===== src/hw/rtl/sws_pkg.sv =====
`timescale 1ns / 1ps

package sws_pkg;

    localparam int SAMPLE_W           = 24;
    localparam int OUT_W              = 48;
    localparam int CFG_W              = 7;
    localparam int QFRAC_W            = 17;
    localparam int PADDR_W            = 3;
    localparam int MAX_WINDOW_DEFAULT = 64;

    localparam logic [CFG_W-1:0] WINDOW_LEN_RESET = 7'd16;
    localparam logic             REG_WINDOW_LEN   = 1'b0;

    localparam logic signed [OUT_W-1:0] OUT_MAX = 48'sh7FFF_FFFF_FFFF;
    localparam logic signed [OUT_W-1:0] OUT_MIN = 48'sh8000_0000_0000;

    typedef struct packed {
        logic signed [SAMPLE_W-1:0] sample;
        logic signed [SAMPLE_W-1:0] window_mean;
    } sws_in_t;

    typedef struct packed {
        logic signed [OUT_W-1:0] slope;
        logic signed [OUT_W-1:0] intercept;
        logic signed [OUT_W-1:0] prediction;
    } sws_out_t;

endpackage


===== src/hw/rtl/sws_div.sv =====
`timescale 1ns / 1ps

module sws_div #(
    parameter int AW = 46,
    parameter int DW = 21
) (
    input  logic                              aclk,
    input  logic                              aresetn,
    input  logic                              start,
    input  logic [AW-1:0]                     dividend,
    input  logic [DW-1:0]                     divisor,
    output logic                              done,
    output logic [AW+sws_pkg::QFRAC_W-1:0]    quotient
);
    import sws_pkg::*;

    localparam int QW = AW + QFRAC_W;
    localparam int CW = $clog2(QW + 1);

    logic          busy_reg;
    logic          done_reg;
    logic [CW-1:0] cnt_reg;
    logic [DW-1:0] rem_reg;
    logic [QW-1:0] quo_reg;
    logic [DW-1:0] dsr_reg;
    logic [DW:0]   shifted;
    logic [DW:0]   diff;

    assign shifted  = {rem_reg, quo_reg[QW-1]};
    assign diff     = shifted - {1'b0, dsr_reg};
    assign done     = done_reg;
    assign quotient = quo_reg;

    always_ff @(posedge aclk) begin
        if (!aresetn) begin
            busy_reg <= 1'b0;
            done_reg <= 1'b0;
            cnt_reg  <= '0;
        end else begin
            done_reg <= 1'b0;
            if (start) begin
                busy_reg <= 1'b1;
                cnt_reg  <= CW'(QW);
            end else if (busy_reg) begin
                cnt_reg <= cnt_reg - CW'(1);
                if (cnt_reg == CW'(1)) begin
                    busy_reg <= 1'b0;
                    done_reg <= 1'b1;
                end
            end
        end
    end

    always_ff @(posedge aclk) begin
        if (start) begin
            rem_reg <= '0;
            quo_reg <= {dividend, {QFRAC_W{1'b0}}};
            dsr_reg <= divisor;
        end else if (busy_reg) begin
            if (!diff[DW]) begin
                rem_reg <= diff[DW-1:0];
            end else begin
                rem_reg <= shifted[DW-1:0];
            end
            quo_reg <= {quo_reg[QW-2:0], ~diff[DW]};
        end
    end

endmodule

===== config.mk =====
export PLATFORM = sky130hd
export DESIGN_NAME = sws_div
export DESIGN_NICKNAME = d
export VERILOG_FILES = /design/src/hw/rtl/sws_pkg.sv /design/src/hw/rtl/sws_div.sv
export SDC_FILE = /design/constraint.sdc
export NUM_CORES = 1
export LEC_CHECK = 0
export BUFFER_PORTS_ARGS = -buffer_cell sky130_fd_sc_hd__buf_2
export CAP_MARGIN = 20
export CORE_ASPECT_RATIO = 0.7
export CORE_MARGIN = 2
export CORE_UTILIZATION = 55
export CTS_CLUSTER_SIZE = 12
export DETAILED_ROUTE_END_ITERATION = 12
export GPL_TIMING_DRIVEN = 0
export PLACE_DENSITY = 0.87
export SYNTH_ARGS = -nofsm -noshare
export SYNTH_HDL_FRONTEND = slang
export SYNTH_SLANG_ARGS = --single-unit

===== constraint.sdc =====
create_clock -name aclk -period 6.3 [get_ports aclk]
set_input_delay 1.575 -clock aclk [delete_from_list [all_inputs] [get_ports aclk]]
set_output_delay 1.575 -clock aclk [all_outputs]
set_load 0.03 [all_outputs]

==> results of run 1 <==
==> per-layer routing <==
layer | up-vias | wire, µm
met5 | - | 0
met4 | 0 | 211
met3 | 26 | 984
met2 | 180 | 6547
met1 | 2180 | 6201
li1 | 2171 | -
==> layout by cell type, fill, tap and decap left out, types with 3 or more instances in the layout <==
cell        instances
o21ai_0             9
a21oi_1            18
clkinv_2            3
a22o_1             47
xnor2_1            12
nand2b_1            3
buf_2             133
clkinvlp_4          7
inv_1              27
mux2i_1            35
ha_1               23
nor2_1             64
nand2_1            21
nor3_1              5
o21ai_1             5
a21o_1              8
nor4bb_1            3
o21a_1              4
nand3_1             7
clkbuf_1           26
clkbuf_16          17
nor3b_1             3
nor2b_1             5
edfxtp_1           67
nand3b_1            4
nand4_1             5
dfxtp_1            46
xor2_1              9
a211oi_1           13
==> per-stage QoR <==
step	cell area (µm²)	total power, mW	utilization	hold WS (ns)
3_3_place_gp	6437	1.338	0.6571	0.4589
5_1_grt	7007	2.360	0.7152	0.5288
4_1_cts	7007	2.278	0.7152	0.5018
2_1_floorplan	5612	1.233	-	0.4451
3_5_place_dp	6437	1.358	0.6571	0.4942
6_report	7007	2.275	0.7152	0.5106
==> worst max-delay path, delay by kind of cell <==
| family | cells | cell delay (ns) |
|---|---|---|
| buf+inv | 4 | 1.84 |
| compound gates | 1 | 0.11 |
==> logic make-up (layout without fill, tap and decap cells) <==
family / after synthesis / after routing / synth area share
AO/OA/AOI/OAI: 124 / 124 / 0.1737
XOR/XNOR: 22 / 22 / 0.03768
adder cells (fa/ha/maj): 24 / 24 / 0.05485
buffers and inverters: 58 / 223 / 0.04214
flip-flops: 113 / 113 / 0.5226
multiplexers: 35 / 35 / 0.06243
AND/OR/NAND/NOR: 128 / 128 / 0.1066
==> power by group through the flow <==
stage | combinational, mW | sequential [mW] | clock, mW
after floorplan | 0.280 | 0.953 | 0
after global placement | 0.439 | 0.899 | 0
after detailed placement | 0.457 | 0.901 | 0
after CTS | 0.464 | 0.888 | 0.926
after global routing | 0.507 | 0.895 | 0.958
final | 0.468 | 0.890 | 0.918
==> how the worst max path moves through the flow <==
| stage | to | cells past startpoint |
|---|---|---|
| 2_1_floorplan | quotient[17] | 2 |
| 3_3_place_gp | quotient[54] | 3 |
| 3_5_place_dp | rem_reg[5] | 5 |
| 4_1_cts | rem_reg[5] | 5 |
| 5_1_grt | rem_reg[19] | 12 |
| 6_report | rem_reg[5] | 5 |
==> area by class of cell <==
class | instances | area share
multi-input cells | 333 | 0.3486
flip-flops and latches | 113 | 0.4186
inverters | 28 | 0.01500
well taps | 128 | 0.02286
clock buffers | 17 | 0.06071
repair buffers | 133 | 0.09500
plain buffers | 30 | 0.01875
clock inverters | 15 | 0.02054
==> run summary, run 1 <==
Detailed routing
* 6 — drt pass-1 iters
* 13.94 mm — Total Routed Length
* 17.50 µm — per-cell routed wire length
* 5.718 — Avg Vias per Cell
* 4557 — detailed-route via count
* 0 — Final ANT Viol Nets
* 0 — DRC viols
* 377 — initial drt markers

Place
* 9.704 mm — HPWL Detailed
* 765 — Placed Instances
* 2.563 ns — pre-CTS setup slack
* 0.9229 — RePlAce Congestion
* 133 — Port Buffer Count

Timing
* 0.005981 ns — post-route clock skew
* 0 — number of endpoints with negative hold slack in the final report
* no — RSZ-0062 raised after global routing
* 303.3 MHz — maximum clock rate
* 3.297 ns — final period demand of the worst path
* 0 ns — Fin Setup TNS
* 0.3632 — relative max-transition margin
* 0.5233 — post-route clock period utilization
* 0 — pins over their slew limit
* 0.9538 ns — measured slew at the worst slew-check pin
* 0 — setup violators final
* 3.003 ns — Worst Setup Slack, final

Worst setup path
* clkbuf_1 — cell repeated most along the worst path
* in -> reg — Critical Setup Path Class
* 12 — reg2reg path depth
* 3.56 ns — Data arrival, critical path
* rem_reg[12] — worst flop-to-flop path endpoint
* buf_2 — Critical-path top delay cell
* primary input — startpoint class of the critical path
* 3.00 ns — r2r setup slk
* 6.56 ns — data required time of the worst path
* register — endpoint class of the critical path
* dsr_reg[14] — startpoint of the most critical register-to-register path
* 26 — critical path fanouts, max
* start — critical path launch point
* 0.47 ns — maximum cell stage delay along the critical path
* buf_2, clkbuf_1, clkbuf_1, clkbuf_1, a211oi_1 — ordered list of cells on the worst path

Synth
* 0.3585 — area share of the largest cell type after synthesis
* 5612 µm² — Cell Area, Synth
* edfxtp_1 — dominant cell by count in the synthesized netlist
* 0 — number of warning messages in the yosys log
* edfxtp_1 36%, dfxtp_1 16%, a22o_1 7.3% — cell types with the largest area share after synthesis
* 598 — number of nets produced by synthesis
* 0.5226 — sequential element share of the synthesized area
* 504 — synthesized instance count
* 67 x edfxtp_1, 64 x nor2_1, 47 x a22o_1 — top cells by count, synth
* 11.13 µm² — synthesized area per cell
* 67 — number of enable flip-flop cells after synthesis
* edfxtp_1 — ys flop type
* 0 — asr flop ratio synth
* 113 — flip-flop and latch count after synthesis
* 55 — distinct cell type count after synthesis
* edfxtp_1 — post-synth top area cell

GRT
* 0.3319 — GR Util met1
* 0.2521 — overall track demand over capacity in global routing
* 21.79 mm — first-pass GRT wire length
* 0.06651 — GR Util met3
* 0 — GRT Residual Overflow
* 47 — largest net degree at the start of global routing
* 4485 — number of global-route vias before repair
* met2 — busiest grt layer
* 0 — number of antenna violations at the first check in global routing
* 0.4054 — met2 layer usage reported by global route

Die
* 124.7 µm — die extent in x
* 0.5728 — Initial Utilization
* 11040 µm² — area enclosed by the die boundary
* 30 — number of cell rows
* 88.51 µm — overall die height
* 134 — number of I/O pins
* 9797 µm² — core area

Final layout
* 797 — number of non-filler instances in the completed layout
* 63 — Largest register FFs
* 715 — fillcell total
* 0 — number of inserted diodes
* 750 — nets
* 2442 µm² — multi-input logic area
* 24.86% — synthesis-to-finish area growth
* 0.2601 — fraction of layout cells with a size suffix above 1
* 2933 µm² — area of all sequential standard cells

Clock tree
* 0.41 ns — later-pin clock latency in the skew report
* 17 — TritonCTS Buffers
* 0.06 ns — clock edge transition at the registers on the reported setup and hold paths
* 113 — CTS Sinks
* 0 — number of buffers inserted for hold repair after clock tree synthesis
* 0 — CTS-repair resized insts
* 2 — Max clock buf depth
* 4 — CTS H-tree depth
* yes — CTS tree
* clkbuf_16 — clk root buf
* 0 — post-CTS repair timing setup buffer count

Job
* 0 — Max Cap Viol

Pwr
* 0.2931 — switch share
* 234.7 µV — peak supply drop
* 667.0 µW — switching component of the power
* 0.403 — fraction of power consumed by the clock network
* 324.8 nW/µm² — power density of the placed cells
* 0.206 — fraction of power consumed by combinational cells
* 1.608 mW — cell internal power dissipation
* 0.391 — sequential fraction of design power
* 3.057 nW — Leakage

Outcome
* completed — status

Hold path
* rem_reg[4] — worst hold path startpoint
* reg -> reg — classification of the worst-slack hold path
* rem_reg[4] — end of the worst hold path
* 2 — number of instances on the worst hold path

Power figures use the tool's default switching activity.
==> run 2: changes to the inputs <==
CORE_UTILIZATION = 54   (was 55)
PLACE_DENSITY = 0.85   (was 0.87)
clock period = 3.1 ns   (was 6.3 ns; I/O delays follow)
==> run summary, run 2 (synthesis results as in run 1) <==
Detailed routing
* 0 — Final ANT Viol Nets, unchanged
* 4587 — detailed-route via count, +0.66%
* 14.07 mm — Total Routed Length, +0.92%
* 0 — DRC viols, unchanged
* 17.48 µm — per-cell routed wire length, about the same
* 363 — initial drt markers, -3.7%
* 5.698 — Avg Vias per Cell, -0.34%
* 5 — drt pass-1 iters, -1

Timing
* 0.9669 — post-route clock period utilization
* 0.9751 ns — measured slew at the worst slew-check pin, +0.02123 ns
* 2.997 ns — final period demand of the worst path
* 0 — number of endpoints with negative hold slack in the final report, unchanged
* 0.3490 — relative max-transition margin, -0.01417
* 0 — setup violators final, unchanged
* 333.6 MHz — maximum clock rate
* 0.006663 ns — post-route clock skew, +0.0006819 ns
* 0 — pins over their slew limit, unchanged
* yes — RSZ-0062 raised after global routing

Clock tree
* clkbuf_16 — clk root buf
* 2 — Max clock buf depth, unchanged
* 0 — number of buffers inserted for hold repair after clock tree synthesis, unchanged
* 0.42 ns — later-pin clock latency in the skew report, about the same
* 0.06 ns — clock edge transition at the registers on the reported setup and hold paths, about the same
* 113 — CTS Sinks, unchanged
* 4 — CTS H-tree depth, unchanged
* 17 — TritonCTS Buffers, unchanged
* yes — CTS tree

Die
* 31 — number of cell rows, +3.3%
* 10240 µm² — core area, +4.5%
* 134 — number of I/O pins, unchanged
* 0.5480 — Initial Utilization, -0.02478
* 125.8 µm — die extent in x, +0.89%
* 11240 µm² — area enclosed by the die boundary, +1.8%
* 89.29 µm — overall die height, +0.88%

Worst setup path
* compound AO/OA/AOI/OAI gates — family with the most delay on the worst path
* inv_1, ha_1, a21o_1, a221oi_4, a21oi_1, a2111oi_4, o31ai_4, xor2_4, buf_6, mux2i_2, a211oi_1 — ordered list of cells on the worst path
* register — startpoint class of the critical path
* 0.39 ns — maximum cell stage delay along the critical path, -0.08 ns
* ha_1 — Critical-path top delay cell
* register — endpoint class of the critical path
* dsr_reg[14] — startpoint of the most critical register-to-register path
* 2 — critical path buffer and inverter count, -2
* dsr_reg[14] — critical path launch point
* 11 — reg2reg path depth, -1
* rem_reg[12] — worst flop-to-flop path endpoint
* reg -> reg — Critical Setup Path Class
* 3.37 ns — data required time of the worst path, -3.19 ns
* 3.27 ns — Data arrival, critical path, -0.29 ns
* 0.10 ns — r2r setup slk, -2.90 ns
* 10 — critical path fanouts, max, -62%

Hold path
* rem_reg[15] — end of the worst hold path
* 2 — number of instances on the worst hold path, unchanged
* rem_reg[15] — worst hold path startpoint
* reg -> reg — classification of the worst-slack hold path

Place
* 9.585 mm — HPWL Detailed, -1.2%
* 133 — Port Buffer Count, unchanged
* 6442 µm² — post-placement cell area, about the same
* 0.9219 — RePlAce Congestion, -0.11%

GRT
* 21.72 mm — first-pass GRT wire length, -0.32%
* 47 — largest net degree at the start of global routing, unchanged
* 4441 — number of global-route vias before repair, -0.98%
* 0 — number of antenna violations at the first check in global routing, unchanged
* 0.2468 — overall track demand over capacity in global routing, -0.005325
* 0 — GRT Residual Overflow, unchanged

Final layout
* 0.6981 — fin util, -0.01713
* 63 — Largest register FFs, unchanged
* 0.2734 — fraction of layout cells with a size suffix above 1, +0.01331
* 7148 µm² — post-route design area, +2.0%
* buf_2 — leading cell type in the layout, fill and taps excluded
* 27.38% — synthesis-to-finish area growth
* 754 — nets, +0.53%
* 133 x buf_2, 67 x edfxtp_1, 64 x nor2_1, 47 x a22o_1, 46 x dfxtp_1 — most frequent cells in the layout
* 0 — number of inserted diodes, unchanged

Outcome
* completed — status

Pwr
* 414.0 µV — peak supply drop, +76%
* 677.6 nW/µm² — power density of the placed cells, +110%
* 3.135 nW — Leakage, +2.6%

Job
* 0 — Max Cap Viol, unchanged

## run 2: cell types whose count changed in the layout (fill, tap and decap cells not counted), moves of 2 or more
cell,change
buf_4,+5
clkbuf_16,+2
clkinv_1,-2
clkinv_4,+3
clkinvlp_4,-5
clkinv_2,-2
inv_6,+2
## run 2: power by group
group	internal [mW]	total [mW]	switching, mW
sequential	1.73	1.81	0.0807
clock	1.31	2.05	0.737
combinational	0.393	0.984	0.591
total	3.43	4.84	1.41
## run 2: tightest hold or removal path: cells and delay by family (launching register included)
| kind | cells | cell delay, ns |
|---|---|---|
| AND/OR/NAND/NOR | 1 | 0.06 |
| AO/OA/AOI/OAI | 1 | 0.05 |
| flip-flops | 1 | 0.32 |
## run 2: stage by stage
step / worst slack, ns / hold slack, ns / total power, mW / setup TNS (ns) / cells
CTS: 0.04001 / 0.4867 / 4.835 / 0 / 803
detailed placement: -0.1193 / 0.4792 / 2.757 / -0.8142 / 769
global route: -0.03840 / 0.4968 / 5.014 / -0.1303 / 805
finish: 0.1026 / 0.4844 / 4.844 / 0 / 805
floorplan: 0.3176 / 0.4451 / 2.507 / 0 / 504
global placement: -0.1534 / 0.4586 / 2.719 / -6.981 / 769
## run 2: area by class of cell
class | instances | area, µm²
fill | 774 | 3092
sequential | 113 | 2933
multi-input combinational | 333 | 2481
timing repair buffer | 138 | 703.2
clock buffer | 20 | 489.2
tap | 132 | 165.2
clock inverter | 12 | 143.9
buffer | 29 | 127.6
inverter | 28 | 105.1
## run 2: what timing repair did
| item | in CTS | in global routing |
|---|---|---|
| resized for setup | 3 | 2 |
| buffers inserted | 3 | 2 |
| endpoints found under the setup margin | 15 | 17 |
| hold endpoints to repair | 0 | 0 |
| pin swaps | 1 | 2 |
| cloned | 0 | 0 |
## run 2: worst max-delay path by stage
stage	endpoint	slack, ns	depth (start not counted)
floorplan	rem_reg[14]	0.32	12
global placement	quotient[52]	-0.15	3
detailed placement	rem_reg[12]	-0.12	12
CTS	rem_reg[19]	0.04	11
global route	rem_reg[19]	-0.04	11
finish	rem_reg[12]	0.10	11
## run 2: layer usage
metal	routed length (µm)	GRT usage	vias to the layer above
met5	0	0	-
met4	224	0.1009	0
met3	920	0.06224	23
met2	6559	0.3912	179
met1	6368	0.3309	2207
li1	-	-	2178
