--- src/hw/rtl/sws_pkg.sv ---
`timescale 1ns / 1ps

package sws_pkg;

    localparam int SAMPLE_W           = 24;
    localparam int OUT_W              = 48;
    localparam int CFG_W              = 7;
    localparam int QFRAC_W            = 17;
    localparam int PADDR_W            = 3;
    localparam int MAX_WINDOW_DEFAULT = 64;

    localparam logic [CFG_W-1:0] WINDOW_LEN_RESET = 7'd16;
    localparam logic             REG_WINDOW_LEN   = 1'b0;

    localparam logic signed [OUT_W-1:0] OUT_MAX = 48'sh7FFF_FFFF_FFFF;
    localparam logic signed [OUT_W-1:0] OUT_MIN = 48'sh8000_0000_0000;

    typedef struct packed {
        logic signed [SAMPLE_W-1:0] sample;
        logic signed [SAMPLE_W-1:0] window_mean;
    } sws_in_t;

    typedef struct packed {
        logic signed [OUT_W-1:0] slope;
        logic signed [OUT_W-1:0] intercept;
        logic signed [OUT_W-1:0] prediction;
    } sws_out_t;

endpackage

--- src/hw/rtl/sws_ring.sv ---
`timescale 1ns / 1ps

module sws_ring #(
    parameter int MAX_WINDOW = 64
) (
    input  logic                                  aclk,
    input  logic                                  aresetn,
    input  logic                                  we,
    input  logic [$clog2(MAX_WINDOW)-1:0]         waddr,
    input  logic signed [sws_pkg::SAMPLE_W-1:0]   wdata,
    input  logic [$clog2(MAX_WINDOW)-1:0]         raddr,
    output logic signed [sws_pkg::SAMPLE_W-1:0]   rdata,
    output logic                                  busy
);
    import sws_pkg::*;

    localparam int PW = $clog2(MAX_WINDOW);

    logic signed [SAMPLE_W-1:0] mem [MAX_WINDOW];
    logic          clr_active_reg;
    logic [PW-1:0] clr_addr_reg;
    logic          mem_we;
    logic [PW-1:0] mem_waddr;
    logic signed [SAMPLE_W-1:0] mem_wdata;

    assign busy      = clr_active_reg;
    assign mem_we    = clr_active_reg | we;
    assign mem_waddr = clr_active_reg ? clr_addr_reg : waddr;
    assign mem_wdata = clr_active_reg ? '0 : wdata;

    always_ff @(posedge aclk) begin
        if (!aresetn) begin
            clr_active_reg <= 1'b1;
            clr_addr_reg   <= '0;
        end else if (clr_active_reg) begin
            clr_addr_reg <= clr_addr_reg + PW'(1);
            if (int'(clr_addr_reg) == MAX_WINDOW - 1) begin
                clr_active_reg <= 1'b0;
            end
        end
    end

    always_ff @(posedge aclk) begin
        if (mem_we) begin
            mem[mem_waddr] <= mem_wdata;
        end
        rdata <= mem[raddr];
    end

endmodule

--- config.mk ---
export PLATFORM = sky130hd
export DESIGN_NAME = sws_ring
export DESIGN_NICKNAME = d
export VERILOG_FILES = /design/src/hw/rtl/sws_pkg.sv /design/src/hw/rtl/sws_ring.sv
export SDC_FILE = /design/constraint.sdc
export NUM_CORES = 1
export LEC_CHECK = 0
export BUFFER_PORTS_ARGS = -buffer_cell sky130_fd_sc_hd__clkbuf_2
export CAP_MARGIN = 20
export CORE_MARGIN = 1
export CORE_UTILIZATION = 50
export DETAILED_ROUTE_END_ITERATION = 10
export PLACE_DENSITY = 0.66
export REMOVE_ABC_BUFFERS = 1
export SLEW_MARGIN = 25
export SYNTH_ARGS = -nofsm -noshare
export SYNTH_HDL_FRONTEND = slang
export SYNTH_SLANG_ARGS = --single-unit
--- constraint.sdc ---
create_clock -name aclk -period 5.29 [get_ports aclk]
set_input_delay 0.529 -clock aclk [delete_from_list [all_inputs] [get_ports aclk]]
set_output_delay 0.529 -clock aclk [all_outputs]
set_load 0.02 [all_outputs]
==> Implementation_results.wiki, run 1 <==
{| class="wikitable"
! Metric !! Value
|-
| Netlist area before placement || 59490 sq um
|-
| Die Wd || 346.9 microns
|-
| Count of antenna-violating nets left after detailed routing || 0
|-
| Share of the clock period used by the worst path || 0.6175
|-
| Asr flop ratio synth || 0
|-
| Max transition margin || 0.3228
|-
| Setup repair after global routing missed its margin || no
|-
| Largest register FFs || 1536
|-
| Maximum VDD drop || 0.2267 mV
|-
| Detailed-routing iteration count for the pre-antenna-repair pass || 5
|-
| Required arrival time at the worst endpoint || 5.66 ns
|-
| Total negative slack for setup checks || 0 ns
|-
| Sinks on the clock net || 1567
|-
| Count of max-cap constraint violations || 0
|-
| Initial antenna violation count || 7
|-
| Global routing usage on met1 || 0.3464
|-
| Overall power consumption || 24.89 mW
|-
| Setup Skew || 0.02640 ns
|-
| Pins over their slew limit || 0
|-
| Residual DRC || 0
|-
| Number of endpoints with negative hold slack in the final report || 0
|-
| First-pass GRT wire length || 209600 microns
|-
| Share of post-route cells with drive strength above 1 || 0.2975
|-
| # rows || 126
|-
| Starting density of the core || 0.5038
|-
| Worst-path maximum fanout || 48
|-
| I/O pin count || 64
|-
| Outcome || completed
|-
| Worst Tran Pin Value || 1.016 ns
|-
| Overall global routing resource usage || 0.2476
|-
| Most used DFF post-synth || sky130_fd_sc_hd__edfxtp_1
|-
| CTS Root Cell || sky130_fd_sc_hd__clkbuf_16
|-
| Data arrival at the endpoint of the critical path || 3.64 ns
|-
| Routed via count || 28780
|-
| Worst setup SP type || register
|-
| Die height || 346.9 microns
|-
| Power density cells || 371.7 nW/um^2
|-
| Via density || 6.400
|-
| CP startpoint || busy
|-
| Maximum buffer depth of the clock tree || 3
|-
| Number of cells on the worst hold path || 3
|-
| Total of hold buffers inserted after clock tree synthesis || 1
|-
| Classification of the worst-slack hold path || input pin to register
|-
| Fraction of met2 tracks used by global routing || 0.3839
|-
| Critical Setup Path Class || register to register
|-
| Nets || 2876
|-
| Hold Path Origin || raddr[5]
|-
| Flip-flop and latch count after synthesis || 1567
|-
| Skew-Pair Late Insertion Delay || 0.76 ns
|-
| Detail Placement HPWL || 83460 microns
|-
| H-tree depth || 4
|-
| Global routing's busiest layer || met2
|-
| Residual overflow from global routing || 0
|-
| Routed wire length per instance || 32.67 microns
|-
| Routed WL || 146900 microns
|-
| PortBufs || 63
|-
| EDFF count, synth || 1536
|-
| Reg2Reg Launch Point || busy
|-
| Detailed Route Iter0 Violations || 4026
|-
| Via count of the first global-routing pass || 28970
|-
| Count of warnings emitted by yosys || 0
|-
| Number of fillers in the final layout || 8395
|-
| FF-to-FF setup slack || 2.02 ns
|-
| CTS-repair resized insts || 0
|-
| CTS Buf Count || 150
|-
| # diodes || 0
|-
| Library cells used by synthesis || 47
|-
| Routability-driven placement congestion ratio || 0.8527
|-
| FMAX || 306.1 MHz
|-
| Area of the die || 120400 sq um
|-
| Largest net degree at the start of global routing || 119
|-
| Number of post-CTS setup repair buffers || 0
|-
| CTS tree || built
|-
| Final period demand of the worst path || 3.267 ns
|-
| Clock slew seen by the registers of the worst setup and hold paths || 0.06 ns
|-
| Mean cell area of the mapped netlist || 22.52 sq um
|-
| Static leakage || 21.33 nW
|-
| Final setup fails || 0
|-
| Part of the Yosys area used for sequential elements || 0.7858
|-
| Setup crit end kind || register
|-
| Area added between synthesis and finish || 12.55%
|-
| Worst R2R Path Depth || 5
|-
| End-of-flow core utilization || 0.5671
|-
| Instance count of the mapped netlist || 2642
|-
| Core Region || 118100 sq um
|-
| Met3 track demand over resource in global routing || 0.05968
|}
worst paths after layout:
check | endpoint
worst max-delay path | mem[7][21]
worst min-delay path | rdata[0]
worst max register to register | mem[7][21]
worst min register to register | clr_addr_reg[5]
routing by layer:
metal,routed length (microns),share of wire
met3,15560,0.11
met1,57270,0.39
met5,51,0.00035
met4,4903,0.033
met2,69120,0.47
power breakdown:
part	leakage, nW	internal (mW)	total (mW)	switching, mW
Clock	2.31	5.82	10.3	4.44
Sequential	14.5	13.5	13.6	0.0718
Combinational	4.51	0.422	1.04	0.622
Total	21.3	19.8	24.9	5.13
Yosys cell counts, drive strengths merged, types with 2 or more instances:
| cell | n | area [sq um] |
|---|---|---|
| mux2i | 30 | 300.3 |
| a21oi | 22 | 110.1 |
| nor2b | 32 | 200.2 |
| nor3b | 2 | 15.01 |
| nand3b | 6 | 45.04 |
| and2 | 6 | 37.54 |
| nand2 | 49 | 183.9 |
| edfxtp | 1536 | 46120 |
| a221oi | 15 | 131.4 |
| nor3 | 24 | 120.1 |
| or3 | 3 | 18.77 |
| nand4 | 2 | 12.51 |
| o221ai | 13 | 113.9 |
| nor2 | 85 | 319.1 |
| mux4 | 369 | 8310 |
| inv | 4 | 15.01 |
| nand3 | 34 | 175.2 |
| buf | 113 | 758.2 |
| o21ai | 31 | 155.1 |
| o32ai | 2 | 17.52 |
| o22ai | 78 | 488.0 |
| dfxtp | 31 | 620.6 |
| xnor2 | 3 | 26.28 |
| a22oi | 60 | 450.4 |
| nand2b | 4 | 25.02 |
| mux2 | 31 | 349.1 |
| o22a | 10 | 87.58 |
| clkbuf | 27 | 101.4 |
| or3b | 5 | 43.80 |
| a32o | 2 | 20.02 |
| a22o | 5 | 43.79 |
cell families (layout without fill, tap and decap cells):
group	count (synthesis)	in the layout	share of synthesized area
AO/OA/AOI/OAI	243	243	0.02791
XOR/XNOR	4	4	0.0005890
adder cells (fa/ha/maj)	1	1	0.0002103
buffers and inverters	144	463	0.01470
flip-flops	1567	1567	0.7858
multiplexers	430	430	0.1506
AND/OR/NAND/NOR	253	253	0.02021
area by class of cell:
| class | instances | area (sq um) | area share |
|---|---|---|---|
| flip-flops and latches | 1567 | 46750 | 0.6982 |
| inverters | 4 | 15.01 | 0.0002242 |
| clock inverters | 83 | 605.6 | 0.009044 |
| clock buffers | 194 | 4098 | 0.06120 |
| repair buffers | 182 | 1328 | 0.01983 |
| well taps | 1536 | 1922 | 0.02870 |
| multi-input cells | 931 | 12240 | 0.1828 |
worst max-delay path: stages, from the launching register on:
cell                      delay [ns]
sky130_fd_sc_hd__dfxtp_4        0.96
sky130_fd_sc_hd__inv_1          0.29
sky130_fd_sc_hd__o31ai_1        0.49
sky130_fd_sc_hd__nand2_1        0.44
sky130_fd_sc_hd__nor2_2         0.20
sky130_fd_sc_hd__buf_4          0.47
cell usage in the layout, fill, tap and decap left out, types with 13 or more instances in the layout:
cell / synthesis / routed
sky130_fd_sc_hd__a21oi_1: 22 / 22
sky130_fd_sc_hd__a221oi_1: 15 / 15
sky130_fd_sc_hd__a22oi_1: 60 / 60
sky130_fd_sc_hd__buf_4: 29 / 110
sky130_fd_sc_hd__clkbuf_1: 27 / 34
sky130_fd_sc_hd__clkbuf_16: 0 / 157
sky130_fd_sc_hd__clkbuf_2: 0 / 59
sky130_fd_sc_hd__clkinv_1: 0 / 40
sky130_fd_sc_hd__clkinv_2: 0 / 25
sky130_fd_sc_hd__dfxtp_1: 31 / 30
sky130_fd_sc_hd__edfxtp_1: 1536 / 1536
sky130_fd_sc_hd__mux2_2: 31 / 31
sky130_fd_sc_hd__mux2i_1: 30 / 30
sky130_fd_sc_hd__mux4_2: 369 / 369
sky130_fd_sc_hd__nand2_1: 49 / 49
sky130_fd_sc_hd__nand3_1: 33 / 33
sky130_fd_sc_hd__nor2_1: 85 / 21
sky130_fd_sc_hd__nor2_2: 0 / 59
sky130_fd_sc_hd__nor2b_4: 0 / 24
sky130_fd_sc_hd__nor3_1: 24 / 24
sky130_fd_sc_hd__o21ai_1: 28 / 28
sky130_fd_sc_hd__o221ai_1: 13 / 13
sky130_fd_sc_hd__o22ai_1: 78 / 78
metrics by stage:
| stage | hold WS [ns] | setup slack, ns | cell area [sq um] | std cells |
|---|---|---|---|---|
| final | 0.4646 | 2.023 | 66960 | 4497 |
| after detailed placement | 0.5427 | 1.696 | 62240 | 4219 |
| after CTS | 0.4069 | 2.147 | 66960 | 4497 |
| after floorplan | 0.5024 | 1.804 | 58630 | 2502 |
| after global placement | 0.5378 | 1.654 | 62210 | 4217 |
| after global routing | 0.4399 | 1.915 | 66960 | 4497 |
Power figures use the tool's default switching activity.
==> run 2: changes to the inputs <==
Clock period 5.29 ns to 3.3 ns, I/O delays scaled along.
==> Implementation_results.wiki, run 2 (synthesized netlist as in run 1, its figures left out) <==
{| class="wikitable"
! Metric !! Value
|-
| Outcome || completed
|-
| CTS Buf Count || 153 (+2.0%)
|-
| Skew-Pair Late Insertion Delay || 0.76 ns (about the same)
|-
| I/O pin count || 64 (unchanged)
|-
| Maximum buffer depth of the clock tree || 3 (unchanged)
|-
| Static leakage || 21.69 nW (+1.6%)
|-
| Internal portion of total power || 32.38 mW (+64%)
|-
| Classification of the worst-slack hold path || input pin to register
|-
| Die height || 346.9 microns (unchanged)
|-
| Final period demand of the worst path || 3.031 ns (-0.2360 ns)
|-
| # rows || 126 (unchanged)
|-
| Nets || 2924 (+1.7%)
|-
| Critical Setup Path Class || register to register
|-
| Via density || 6.331 (-1.1%)
|-
| Worst-path maximum fanout || 19 (-60%)
|-
| Commonest non-fill, non-tap cell in the layout || sky130_fd_sc_hd__edfxtp_1
|-
| Clock Power Share || 0.422 (+0.010)
|-
| Share of post-route cells with drive strength above 1 || 0.3095 (+0.01201)
|-
| Final setup fails || 0 (unchanged)
|-
| PortBufs || 63 (unchanged)
|-
| Setup repair after global routing missed its margin || no
|-
| Area of all placed cells without fillers || 67640 sq um (+1.0%)
|-
| Part of the total power dissipated in sequential elements || 0.535 (-0.011)
|-
| Clock slew seen by the registers of the worst setup and hold paths || 0.06 ns (about the same)
|-
| Power dissipated by switching net loads || 8.232 mW (+60%)
|-
| End-of-flow core utilization || 0.5728 (+0.005743)
|-
| Area of combinational cells with multiple inputs || 12220 sq um (-0.17%)
|-
| H-tree depth || 4 (unchanged)
|-
| CP startpoint || busy
|-
| Maximum VDD drop || 0.4869 mV (+110%)
|-
| Total of hold buffers inserted after clock tree synthesis || 1 (unchanged)
|-
| Required arrival time at the worst endpoint || 3.73 ns (-1.93 ns)
|-
| Largest register FFs || 1536 (unchanged)
|-
| Reg2Reg Launch Point || busy
|-
| Routability-driven placement congestion ratio || 0.9480 (+11%)
|-
| Via count of the first global-routing pass || 29080 (+0.37%)
|-
| CTS tree || built
|-
| FF-to-FF setup slack || 0.27 ns (-1.75 ns)
|-
| Routed WL || 143700 microns (-2.2%)
|-
| Area post-placement || 62720 sq um (+0.77%)
|-
| Endpoint of the most critical setup path || mem[22][11]
|-
| Count of max-cap constraint violations || 0 (unchanged)
|-
| Sinks on the clock net || 1567 (unchanged)
|-
| Largest net degree at the start of global routing || 78 (-34%)
|-
| Number of endpoints with negative hold slack in the final report || 0 (unchanged)
|-
| Routed wire length per instance || 31.68 microns (-3.0%)
|-
| Power density cells || 600.5 nW/um^2 (+62%)
|-
| Cell Count, Final, Fillers Out || 4535 (+0.85%)
|-
| Commonest cells after routing, fill and taps aside || 1536 x sky130_fd_sc_hd__edfxtp_1, 369 x sky130_fd_sc_hd__mux4_2, 162 x sky130_fd_sc_hd__clkbuf_16
|-
| Part of the power in combinational logic || 0.043 (about the same)
|-
| Area of the die || 120400 sq um (unchanged)
|-
| Starting density of the core || 0.5038 (unchanged)
|-
| Routed via count || 28710 (-0.24%)
|-
| Residual DRC || 0 (unchanged)
|-
| Core Region || 118100 sq um (unchanged)
|-
| Reg-to-reg critical path endpoint || mem[22][11]
|-
| Die Wd || 346.9 microns (unchanged)
|-
| Count of antenna-violating nets left after detailed routing || 0 (unchanged)
|-
| Number of post-CTS setup repair buffers || 0 (unchanged)
|-
| # placed instances || 4264 (+1.1%)
|-
| Final hold slack || 0.05901 ns (-0.4056 ns)
|-
| Setup crit end kind || register
|-
| FMAX || 330.0 MHz (+7.8%)
|-
| Total negative slack for setup checks || 0 ns (unchanged)
|-
| Share of the clock period used by the worst path || 0.9184 (+0.3009)
|-
| First-pass GRT wire length || 207900 microns (-0.84%)
|-
| Pins over their slew limit || 0 (unchanged)
|-
| Sw frac || 0.2027 (-0.003615)
|-
| Detail Placement HPWL || 84270 microns (+0.98%)
|-
| Area added between synthesis and finish || 13.69%
|-
| Overall global routing resource usage || 0.2427 (-0.004920)
|-
| CTS-repair resized insts || 0 (unchanged)
|-
| CTS Root Cell || sky130_fd_sc_hd__clkbuf_16
|-
| Setup Skew || 0.02560 ns (-0.0007963 ns)
|-
| Number of fillers in the final layout || 8350 (-0.54%)
|-
| Sequential cell area in the final layout || 46750 sq um (unchanged)
|-
| Data arrival at the endpoint of the critical path || 3.46 ns (-0.18 ns)
|-
| Worst R2R Path Depth || 6 (+1)
|-
| Max transition margin || 0.3857 (+0.06293)
|-
| Residual overflow from global routing || 0 (unchanged)
|-
| Initial antenna violation count || 3 (-4)
|-
| Worst Tran Pin Value || 0.9186 ns (-0.09724 ns)
|-
| Worst setup SP type || register
|-
| Detailed-routing iteration count for the pre-antenna-repair pass || 6 (+1)
|-
| Detailed Route Iter0 Violations || 4134 (+2.7%)
|}
-- run 2: cell count changes in the layout (fill, tap and decap cells not counted), sizes merged --
cell	previous run	this run
clkbuf	253	266
inv	11	7
diode	0	1
buf	122	167
bufinv	7	13
clkinvlp	2	1
clkinv	67	45
-- run 2: power groups by stage --
stage	clock network [mW]	registers (mW)	logic (mW)
global placement	0	22.1	1.72
floorplan	0	22.2	0.796
global route	18.1	21.7	1.82
CTS	17.4	21.7	1.74
detailed placement	0	22.2	1.73
finish	17.2	21.7	1.73
-- run 2: final cells by class --
| class | instances | share of cell area |
|---|---|---|
| multi-input cells | 931 | 0.1807 |
| flip-flops and latches | 1567 | 0.6912 |
| well taps | 1536 | 0.02841 |
| inverters | 4 | 0.0002220 |
| clock buffers | 207 | 0.06273 |
| repair buffers | 227 | 0.02705 |
| clock inverters | 62 | 0.009693 |
| diodes | 1 | 0.00003700 |
-- run 2: per-stage QoR --
step                      power [mW]  worst slack (ns)
after floorplan                22.97           -0.1861
after global routing           41.66            0.1831
final                          40.62            0.2693
after global placement         23.86           -0.4402
after detailed placement       23.89           -0.2756
after CTS                      40.83            0.3317
-- run 2: worst min-delay path by stage --
stage | from | endpoint | slack (ns) | cells past startpoint
after CTS | wdata[2] | mem[15][2] | 0.02 | 2
after global placement | clr_addr_reg[5] | clr_addr_reg[5] | 0.53 | 2
after floorplan | aresetn | busy | 0.39 | 1
after detailed placement | clr_addr_reg[5] | clr_addr_reg[5] | 0.56 | 2
after global routing | wdata[2] | mem[10][2] | 0.04 | 2
final | wdata[8] | mem[29][8] | 0.06 | 2
-- run 2: worst max-delay path, cell delays in order (launching register included) --
cell and delay [ns]:
sky130_fd_sc_hd__dfxtp_4 0.40, sky130_fd_sc_hd__inv_1 0.17, sky130_fd_sc_hd__nand2_1 0.13, sky130_fd_sc_hd__o22ai_1 0.70
sky130_fd_sc_hd__nand2_1 0.53, sky130_fd_sc_hd__nor2_2 0.48, sky130_fd_sc_hd__buf_12 0.25
-- run 2: routing by layer --
layer	wire length, microns	GRT usage	vias to the layer above
met5	0	0	-
met1	58410	0.3600	15240
met2	68040	0.3735	1538
met4	3945	0.07414	0
met3	13260	0.03970	214
li1	-	-	11720
